File: src/sv/dhks_pkg.sv
// Shared types and constants for the double-hash key set.
// Holds the transaction structs, tag, operation, status and state codes.
// No dependencies.
`default_nettype none

package dhks_pkg;

  localparam int CAPACITY_DEF = 1021;
  localparam int KEY_BITS_DEF = 32;
  localparam int KEY_FIELD_W  = 32;
  localparam int FUNC_W       = 2;
  localparam int STATUS_W     = 2;
  localparam int COUNT_W      = 10;
  localparam int STEP_PRIME   = 7;
  localparam int REM7_W       = 3;

  typedef enum logic [FUNC_W-1:0] {
    FUNC_INSERT = 2'd0,
    FUNC_LOOKUP = 2'd1,
    FUNC_DELETE = 2'd2
  } func_e;

  typedef enum logic [1:0] {
    TAG_EMPTY = 2'd0,
    TAG_USED  = 2'd1,
    TAG_TOMB  = 2'd2
  } tag_e;

  typedef enum logic [STATUS_W-1:0] {
    STAT_OK       = 2'd0,
    STAT_FULL     = 2'd1,
    STAT_ZERO_KEY = 2'd2
  } status_e;

  typedef enum logic [2:0] {
    ST_CLEAR,
    ST_IDLE,
    ST_HASH,
    ST_PROBE,
    ST_DONE
  } state_e;

  typedef struct packed {
    logic [FUNC_W-1:0]      func;
    logic [KEY_FIELD_W-1:0] key;
  } in_item_t;

  typedef struct packed {
    logic                found;
    logic [STATUS_W-1:0] status;
    logic [COUNT_W-1:0]  count;
  } out_item_t;

endpackage

`default_nettype wire

File: src/sv/dhks_mod_unit.sv
// Reduction of a key modulo the table size and modulo seven by reciprocal multiplication.
// Key captured on start, product registered the cycle after, remainders and done the cycle after that.
// Depends on dhks_pkg.
`default_nettype none

module dhks_mod_unit #(
  parameter int CAPACITY = dhks_pkg::CAPACITY_DEF,
  parameter int KW       = dhks_pkg::KEY_BITS_DEF
) (
  input  wire logic                        clk_i,
  input  wire logic                        rst_ni,
  input  wire logic                        start_i,
  input  wire logic [KW-1:0]               key_i,
  output logic                             done_o,
  output logic [$clog2(CAPACITY)-1:0]      rem_o,
  output logic [dhks_pkg::REM7_W-1:0]      rem7_o
);
  import dhks_pkg::*;

  localparam int IDX_W = $clog2(CAPACITY);
  localparam int RW    = IDX_W + 1;
  localparam int R7W   = REM7_W + 1;
  localparam longint unsigned KEY_SPAN = 64'd1 << KW;
  // Reciprocals rounded down: the estimated quotient is low by at most one.
  localparam logic [KW-1:0]  RECIP   = KW'(KEY_SPAN / 64'(CAPACITY));
  localparam logic [KW-1:0]  RECIP7  = KW'(KEY_SPAN / 64'(STEP_PRIME));
  localparam logic [RW-1:0]  CAP_R   = RW'(CAPACITY);
  localparam logic [R7W-1:0] SEVEN_R = R7W'(STEP_PRIME);

  logic              stg1_q;
  logic              stg2_q;
  logic              done_q;
  logic [KW-1:0]     key_q;
  logic [2*KW-1:0]   prod_q;
  logic [2*KW-1:0]   prod7_q;
  logic [IDX_W-1:0]  rem_q;
  logic [REM7_W-1:0] rem7_q;
  logic [KW-1:0]     quo;
  logic [KW-1:0]     quo7;
  logic [RW-1:0]     est;
  logic [R7W-1:0]    est7;
  logic [RW-1:0]     r;
  logic [R7W-1:0]    r7;

  assign quo  = prod_q[2*KW-1:KW];
  assign quo7 = prod7_q[2*KW-1:KW];
  // The true difference lies below twice the modulus, so the low bits carry it.
  assign est  = RW'(key_q) - RW'(quo) * CAP_R;
  assign est7 = R7W'(key_q) - R7W'(quo7) * SEVEN_R;
  assign r    = (est >= CAP_R) ? (est - CAP_R) : est;
  assign r7   = (est7 >= SEVEN_R) ? (est7 - SEVEN_R) : est7;

  always_ff @(posedge clk_i or negedge rst_ni) begin
    if (!rst_ni) begin
      stg1_q <= 1'b0;
      stg2_q <= 1'b0;
      done_q <= 1'b0;
    end else begin
      stg1_q <= start_i;
      stg2_q <= stg1_q;
      done_q <= stg2_q;
    end
  end

  always_ff @(posedge clk_i) begin
    if (start_i) begin
      key_q <= key_i;
    end
    if (stg1_q) begin
      prod_q  <= (2*KW)'(key_q) * (2*KW)'(RECIP);
      prod7_q <= (2*KW)'(key_q) * (2*KW)'(RECIP7);
    end
    if (stg2_q) begin
      rem_q  <= r[IDX_W-1:0];
      rem7_q <= r7[REM7_W-1:0];
    end
  end

  assign done_o = done_q;
  assign rem_o  = rem_q;
  assign rem7_o = rem7_q;

endmodule

`default_nettype wire

File: config.mk
export PLATFORM = sky130hd
export DESIGN_NAME = dhks_mod_unit
export DESIGN_NICKNAME = d
export VERILOG_FILES = /design/src/sv/dhks_pkg.sv /design/src/sv/dhks_mod_unit.sv
export SDC_FILE = /design/constraint.sdc
export NUM_CORES = 1
export LEC_CHECK = 0
export BUFFER_PORTS_ARGS = -buffer_cell sky130_fd_sc_hd__buf_2
export CORE_ASPECT_RATIO = 0.75
export CORE_UTILIZATION = 45
export DETAILED_ROUTE_END_ITERATION = 7
export SETUP_SLACK_MARGIN = 0.5
export SLEW_MARGIN = 5
export SYNTH_ARGS = -nofsm -noshare
export SYNTH_HDL_FRONTEND = slang
export SYNTH_SLANG_ARGS = --single-unit
File: constraint.sdc
create_clock -name clk_i -period 11 [get_ports clk_i]
set_clock_uncertainty 0.05 [all_clocks]
set_input_delay 0.55 -clock clk_i [delete_from_list [all_inputs] [get_ports clk_i]]
set_output_delay 0.55 -clock clk_i [all_outputs]
set_load 0.02 [all_outputs]
==> results.md, run 1 <==
- Worst r2r dst: prod_q[41]
- GPL Wtd Cong: 0.951
- Starting Density: 45.9%
- Initial antenna violation count: 0
- Die Span Y: 160 um
- GR Util met1: 39.1%
- Slew at the pin closest to its max-slew limit: 0.906 ns
- Final core occ: 49.2%
- Top flip-flop cell by instance count after synthesis: edfxtp_1
- Hold path cells: 1
- Clk_lat worst skew: 0.37 ns
- Total GRT Usage: 24.7%
- Pins Over Slew Limit: 0
- Drt wl/cell: 20.1 um
- Die Area: 33900 um^2
- Fin crit share: 54.8%
- MaxCap Viol Count: 0
- Site Rows: 57
- Relative slew slack: 39.6%
- DR DRC count: 0
- Busiest grt layer: met1
- Post-synth cell types: 58
- Final net count: 2151
- Post_cts resized: 0
- Vias per cell: 4.97
- CTS sink count: 63
- Detailed Routing Iterations Pass 1: 5
- Worst min-delay path category: in2reg
- Largest net degree at the start of global routing: 34
- Critical path peak fanout: 8
- Clock transition at path regs: 0.07 ns
- Synthesized flop and latch total: 63
- Worst path required time: 11.06 ns
- CP Launch Type: flop
- Post-route ant nets: 0
- First-pass GRT wire length: 60.6 mm
- Final Critical Period: 6.03 ns
- GR Util met2: 33.5%
- R2R depth: 18
- Synth async-reset ratio: 4.76%
- Die W: 212 um
- Synth Warn #: 0
- Vias in the first global route: 10.1k
- Critical Path AT: 6.10 ns
- Register area share after synthesis: 12.6%
- Critical Path Sink: prod_q[41]
- Clock root cell: clkbuf_16
- Crit. End Element: flop
- Syn Nets: 2091
- Status: finished clean
- Fin area: 16000 um^2
- Routed WL: 39.5 mm
- Hold Fails Final Rpt: 0
- Cell area after synthesis: 14900 um^2
- CTS tree: done
- FF-to-FF Start: key_q[14]
- Area Growth Syn to Fin: 7.23%
- # IOs: 49
- Most frequent cells in the layout: inv_1 (501), ha_1 (383), fa_1 (216)
- DP HPWL: 35.1 mm
- Setup violations, final: 0
- Mean Syn Cell Area: 10.2 um^2
- R2R setup slack: 4.97 ns
- DR iter-0 viols: 728
- Post-synth EDFFs: 60
- Met3 global-route usage: 6.10%
- PortBufs: 48
- H-tree lvl count: 3
- Placed standard-cell area: 15700 um^2
- CTS Hold Bufs: 1
- Core area: 32500 um^2
- Setup Crit Path Kind: reg2reg
- Clk buf depth: 2
- CTS Buf Count: 9
- Fraction of layout cells with a size suffix above 1: 4.93%
- F_max: 166 MHz
- Ant diodes: 0
- Mapped Cells: 1457
- RSZ-0062 raised after global routing: no
- Crit path from: key_q[14]
- Vias: 9768
- Post-CTS Setup Bufs: 0
- GRT overflow: 0
- Setup_tns: 0 ns
- Commonest non-fill, non-tap cell in the layout: inv_1
metrics by stage:
step | instances | worst slack (ns) | hold WS (ns)
3_5_place_dp | 1947 | 5.07 | 0.302
3_3_place_gp | 1947 | 5.07 | 0.296
4_1_cts | 1964 | 4.97 | 0.291
2_1_floorplan | 1457 | 5.60 | 0.204
5_1_grt | 1964 | 4.71 | 0.297
6_report | 1964 | 4.97 | 0.303
metal layers:
metal / share of wire, % / up-vias / wire (um)
met5: 0 / - / 0
met4: 1.7 / 0 / 661
met3: 9.4 / 38 / 3710
met2: 39 / 335 / 15400
met1: 50 / 4717 / 19700
li1: - / 4678 / -
cell usage after synthesis, types with 7 or more instances:
| cell | n | area (um^2) |
|---|---|---|
| xor2_1 | 17 | 149 |
| a21oi_1 | 21 | 105 |
| fa_1 | 216 | 4320 |
| a21o_1 | 12 | 90.1 |
| o21ai_0 | 22 | 110 |
| edfxtp_1 | 60 | 1800 |
| nand2_1 | 23 | 86.3 |
| ha_1 | 383 | 4790 |
| a211oi_1 | 7 | 52.6 |
| inv_1 | 501 | 1880 |
| xnor2_1 | 61 | 534 |
| nor2_1 | 25 | 93.8 |
flip-flops by register name (all words and copies together) (netlist names):
name / cells
stg2_q: 1
stg1_q: 1
prod_q: 11
rem7_o: 3
prod7_q: 4
done_o: 1
key_q: 32
rem_o: 10
how the worst min path moves through the flow:
stage | startpoint | endpoint | slack, ns
after CTS | key_i[18] | key_q[18] | 0.29
final | key_i[11] | key_q[11] | 0.30
after global routing | key_i[11] | key_q[11] | 0.30
after floorplan | rst_ni | done_o | 0.20
after global placement | rst_ni | stg1_q | 0.30
after detailed placement | rst_ni | stg1_q | 0.30
layout make-up:
type / count / area, um^2
clock inverters: 7 / 55.1
flip-flops and latches: 63 / 1880
well taps: 442 / 553
inverters: 501 / 1880
fillers: 3039 / 16500
multi-input cells: 892 / 11200
clock buffers: 9 / 225
repair buffers: 50 / 258
kinds of logic (layout without fill, tap and decap cells):
kind of cell             Yosys count  in the layout  synth area share (%)
adder cells (fa/ha/maj)          599            599                  61.1
buffers and inverters            502            567                  12.7
AO/OA/AOI/OAI                    113            113                  5.31
AND/OR/NAND/NOR                   99             99                  3.55
XOR/XNOR                          79             79                  4.69
flip-flops                        63             63                  12.6
multiplexers                       2              2                 0.142
worst max-delay path, stage by stage (launching register included):
cell and delay (ns):
edfxtp_1 0.64, ha_1 0.40, ha_1 0.30, ha_1 0.20
inv_1 0.08, fa_1 0.42, fa_1 0.56, inv_1 0.08
fa_1 0.49, ha_1 0.31, ha_1 0.32, and4_1 0.23
and4_4 0.22, a221oi_2 0.23, o21ai_1 0.16, a211o_1 0.39
a2111o_1 0.41, a31oi_1 0.21, xnor2_1 0.08
Power of run 1 is not shown: default switching activity piles up to over one toggle a cycle in this logic, so the estimate is an artifact.
==> run 2: changes to the inputs <==
==> constraint.sdc (replaced) <==
create_clock -name clk_i -period 5.4 [get_ports clk_i]
set_clock_uncertainty 0.05 [all_clocks]
set_input_delay 0.27 -clock clk_i [delete_from_list [all_inputs] [get_ports clk_i]]
set_output_delay 0.27 -clock clk_i [all_outputs]
set_load 0.02 [all_outputs]
==> run 2 against run 1 <==
Net effect: worst hold slack worse by 0.27 ns; utilization grew 11 points; design area grew 22%; via count up 9.1%; maximum frequency increased by 12%; die area unchanged.
==> results.md, run 2 (synthesized netlist as in run 1, its figures left out) <==
- FF-to-FF Start: key_q[12]
- Met2 WL: 18.3 mm
- Commonest non-fill, non-tap cell in the layout: inv_1
- Relative slew slack: 35.0%
- Vias in the first global route: 11.2k
- Core area: 32500 um^2
- Die W: 212 um
- Worst path required time: 5.46 ns
- Most flops, register: key_q
- PortBufs: 48
- Clk_lat worst skew: 0.37 ns
- Final Critical Period: 5.38 ns
- Clock root cell: clkbuf_16
- Pins Over Slew Limit: 0
- DR DRC count: 0
- Initial antenna violation count: 0
- Hold slack: 0.0321 ns
- F_max: 186 MHz
- Critical path peak fanout: 7
- Crit. End Element: flop
- CTS tree: done
- Total GRT Usage: 26.0%
- Critical Path AT: 5.44 ns
- Slew at the pin closest to its max-slew limit: 0.976 ns
- Ant diodes: 0
- Min-delay src: key_i[6]
- Vias per cell: 4.90
- Stages on worst setup path: 19
- Status: finished clean
- Max reg flops: 32
- WHS Endpoint: key_q[6]
- Final non-filler cell total: 2175
- Cell mode on critical path: fa_1
- Hold path cells: 1
- Placed standard-cell area: 17100 um^2
- Final core occ: 59.9%
- Routed WL: 42.6 mm
- R2R depth: 19
- Final net count: 2362
- Worst r2r dst: prod7_q[33]
- CTS sink count: 63
- # IOs: 49
- MaxCap Viol Count: 0
- Vias: 10.7k
- M1 WL: 20.7 mm
- Critical path, cell by cell: buf_6 > ha_1 > ha_1 > fa_1 > inv_1 > fa_1 > fa_1 > inv_1 > fa_1 > ha_1 > a21o_1 > a21o_1 > a21oi_2 > nor2_2 > a211oi_2 > buf_4 > nand2_1 > buf_4 > xor2_1
- CTS Buf Count: 9
- Most frequent cells in the layout: inv_1 (465), ha_1 (282), fa_1 (207)
- Detailed Routing Iterations Pass 1: 5
- Setup violations, final: 0
- Clk buf depth: 2
- Die Span Y: 160 um
- DP HPWL: 35.9 mm
- H-tree lvl count: 3
- Fraction of layout cells with a size suffix above 1: 28.7%
- Site Rows: 57
- GPL Wtd Cong: 0.949
- Starting Density: 45.9%
- Placed cells: 2109
- CP Launch Type: flop
- Worst min-delay path category: in2reg
- Met3 WL post-DR: 3.01 mm
- Setup Crit Path Kind: reg2reg
- CP max stage delay: 0.54 ns
- Area Growth Syn to Fin: 30.4%
- DR iter-0 viols: 613
- WP buf/inv: 5
- Hold Fails Final Rpt: 0
- CP top delay family: adder cells
- R2R setup slack: 0.02 ns
- Post-route ant nets: 0
- Fin crit share: 99.6%
- GRT overflow: 0
- Fin area: 19500 um^2
- First-pass GRT wire length: 64.8 mm
- Largest net degree at the start of global routing: 34
- Die Area: 33900 um^2
- Slowest cell on the critical path: fa_1
- Drt wl/cell: 19.6 um
- RSZ-0062 raised after global routing: yes
- Top Layer Used: met4
- Clock transition at path regs: 0.06 ns
## run 2: cell count changes in the layout (fill, tap and decap cells not counted), sizes merged
| cell | change |
|---|---|
| buf | +211 |
| bufinv | +1 |
| clkbuf | +1 |
| clkinv | +2 |
| clkinvlp | -2 |
| inv | -2 |
## run 2: worst max-delay path by stage
stage | slack (ns) | startpoint | endpoint
6_report | 0.02 | key_q[12] | prod7_q[33]
5_1_grt | -0.12 | key_q[20] | prod7_q[35]
4_1_cts | 0.04 | key_q[14] | prod_q[41]
3_5_place_dp | -0.25 | key_q[7] | prod7_q[34]
3_3_place_gp | -0.21 | key_q[7] | prod7_q[34]
2_1_floorplan | 0.14 | key_q[15] | prod_q[41]
## run 2: through the flow
stage	setup slack, ns	setup TNS [ns]
global route	-0.123	-0.539
CTS	0.0437	0
floorplan	0.140	0
detailed placement	-0.251	-1.37
global placement	-0.211	-0.919
finish	0.0219	0
## run 2: layer usage
layer / up-vias / GRT usage (%)
li1: 5104 / -
met1: 5252 / 39.3
met2: 267 / 38.3
met3: 33 / 5.92
met4: 0 / 4.28
met5: - / 0
## run 2: timing repair
| item | 4_1_cts | 5_1_grt |
|---|---|---|
| resized for setup | 132 | 150 |
| buffers inserted | 23 | 26 |
| hold endpoints to repair | 3 | 0 |
| cloned | 0 | 0 |
| pin swaps | 91 | 105 |
| endpoints found under the setup margin | 25 | 25 |
| hold buffers | 1 | 0 |
## run 2: layout make-up
type | instances | area [um^2]
Timing Repair Buffer | 261 | 2040
Clock buffer | 10 | 229
Tap cell | 442 | 553
Clock inverter | 6 | 70.1
Fill cell | 2703 | 13000
Inverter | 501 | 1890
Multi-Input combinational cell | 892 | 12800
Sequential cell | 63 | 1880
Power of run 2 is left out for the same reason.
==> run 3: changes to the inputs <==
--- a/config.mk
+++ b/config.mk
@@ -6,9 +6,12 @@
 export NUM_CORES = 1
 export LEC_CHECK = 0
 export BUFFER_PORTS_ARGS = -buffer_cell sky130_fd_sc_hd__buf_2
+export CELL_PAD_IN_SITES_DETAIL_PLACEMENT = 1
+export CELL_PAD_IN_SITES_GLOBAL_PLACEMENT = 2
 export CORE_ASPECT_RATIO = 0.75
-export CORE_UTILIZATION = 45
+export CORE_UTILIZATION = 39
 export DETAILED_ROUTE_END_ITERATION = 7
+export PLACE_DENSITY_LB_ADDON = 0.1
 export SETUP_SLACK_MARGIN = 0.5
 export SLEW_MARGIN = 5
 export SYNTH_ARGS = -nofsm -noshare
==> run 3 against run 2 <==
Net effect: the flow now finishes with violations (setup timing); sequential share of layout area shrank 0.27 points; maximum frequency is 1.7% lower; count of clock-buffer cells in the layout down 1; global-route usage down 1.1 points; design area increased by 2.8%; worst setup slack got worse by 0.092 ns; worst hold slack worse by 0.0031 ns; die area rose by 15%; non-clock buffer count increased by 37; utilization fell by 6.3 points; largest cell class unchanged.
==> results.md, run 3 (synthesized netlist as in run 1, its figures left out) <==
- Detailed Routing Iterations Pass 1: 5
- Worst r2r dst: prod_q[38]
- Die W: 228 um
- DP HPWL: 40.2 mm
- Post-route ant nets: 0
- Clk buf depth: 2
- Ant diodes: 0
- Fin crit share: 101%
- H-tree lvl count: 3
- Vias: 11.0k
- PnR worst setup slack: -0.0703 ns
- Area of the multi-input gates: 13000 um^2
- F_max: 183 MHz
- Final Critical Period: 5.47 ns
- FF/Latch Area: 1880 um^2
- Vias per cell: 4.83
- Met3 WL post-DR: 2.33 mm
- WHS Endpoint: key_q[6]
- Initial antenna violation count: 0
- Site Rows: 61
- Most flops, register: key_q
- Hold Fails Final Rpt: 0
- CTS sink count: 63
- R2R setup slack: -0.07 ns
- Min-delay src: key_i[6]
- Total GRT Usage: 25.0%
- Worst path required time: 5.46 ns
- Pins Over Slew Limit: 0
- Critical path peak fanout: 4
- First-pass GRT wire length: 71.9 mm
- Clock root cell: clkbuf_16
- CP Launch Type: flop
- FF-to-FF Start: key_q[18]
- CTS tree: done
- Most frequent cells in the layout: inv_1 (466), ha_1 (264), buf_4 (202)
- Critical Path AT: 5.53 ns
- Hold slack: 0.0289 ns
- Commonest non-fill, non-tap cell in the layout: inv_1
- Crit. End Element: flop
- Vias in the first global route: 12.0k
- Worst min-delay path category: in2reg
- Fraction of layout cells with a size suffix above 1: 31.1%
- Hold path cells: 1
- Final non-filler cell total: 2275
- Area Growth Syn to Fin: 34.2%
- Core area: 37400 um^2
- # IOs: 49
- DR DRC count: 0
- Final net count: 2400
- Die Area: 39100 um^2
- CTS Buf Count: 9
- Largest net degree at the start of global routing: 34
- Placed cells: 2182
- Drt wl/cell: 21.3 um
- Slew at the pin closest to its max-slew limit: 0.947 ns
- Failing checks: setup timing
- Filler cells: 4043
- Setup violations, final: 3
- M1 WL: 24.2 mm
- Starting Density: 39.9%
- Clock transition at path regs: 0.07 ns
- R2R depth: 18
- Status: finished with violations
- GRT overflow: 0
- Die Span Y: 171 um
- Relative slew slack: 36.8%
- GPL Wtd Cong: 0.884
- DR iter-0 viols: 514
- Max reg flops: 32
- Met2 WL: 21.1 mm
- Top Layer Used: met4
- MaxCap Viol Count: 0
- Clk_lat worst skew: 0.36 ns
- PortBufs: 48
- Setup Crit Path Kind: reg2reg
- Routed WL: 48.5 mm
- RSZ-0062 raised after global routing: yes
==> run 3: worst max-delay path: stages (launching register included) <==
cell	delay, ns
edfxtp_1	0.54
ha_1	0.34
ha_1	0.31
ha_1	0.23
inv_1	0.08
fa_1	0.45
fa_1	0.57
inv_1	0.07
fa_1	0.50
ha_4	0.30
ha_4	0.19
and4_4	0.20
a221oi_2	0.22
o21ai_1	0.11
buf_4	0.15
o31a_1	0.28
o41ai_2	0.37
o21bai_1	0.13
xnor2_1	0.13
==> run 3: what timing repair did <==
item / in CTS / in global routing
setup endpoints to repair: 25 / 25
endpoints found under the hold margin: 3 / 0
hold buffers: 1 / 0
gates resized for setup: 187 / 125
pin swaps: 134 / 116
gates cloned: 1 / 0
setup buffers: 40 / 35
==> run 3: worst max-delay path by stage <==
| stage | start | end | slack, ns | cells after the start |
|---|---|---|---|---|
| final | key_q[18] | prod_q[38] | -0.07 | 18 |
| after global routing | key_q[16] | prod_q[38] | -0.20 | 19 |
| after CTS | key_q[16] | prod_q[38] | -0.04 | 19 |
| after detailed placement | key_q[12] | prod7_q[35] | -0.42 | 20 |
| after global placement | key_q[12] | prod7_q[35] | -0.29 | 20 |
| after floorplan | key_q[15] | prod_q[41] | 0.14 | 18 |
==> run 3: metrics by stage <==
| stage | setup slack, ns | setup TNS [ns] | cell area, um^2 | util, % |
|---|---|---|---|---|
| after global routing | -0.200 | -1.22 | 20000 | 53.5 |
| after floorplan | 0.140 | 0 | 15100 | - |
| after detailed placement | -0.416 | -2.30 | 17300 | 46.2 |
| after CTS | -0.0383 | -0.109 | 19000 | 50.9 |
| final | -0.0703 | -0.114 | 20000 | 53.5 |
| after global placement | -0.292 | -1.79 | 17300 | 46.2 |
==> run 3: routing by layer <==
| layer | vias up | global-route usage, % |
|---|---|---|
| met5 | - | 0 |
| met4 | 0 | 4.81 |
| met3 | 46 | 5.21 |
| met2 | 217 | 37.3 |
| met1 | 5551 | 37.1 |
| li1 | 5178 | - |
==> run 3: area by class of cell <==
cell class / instances / area share, %
multi-input cells: 893 / 65.0
repair buffers: 298 / 11.6
inverters: 501 / 9.43
flip-flops and latches: 63 / 9.37
well taps: 504 / 3.15
clock buffers: 9 / 1.12
clock inverters: 7 / 0.356
Power of run 3 is left out for the same reason.
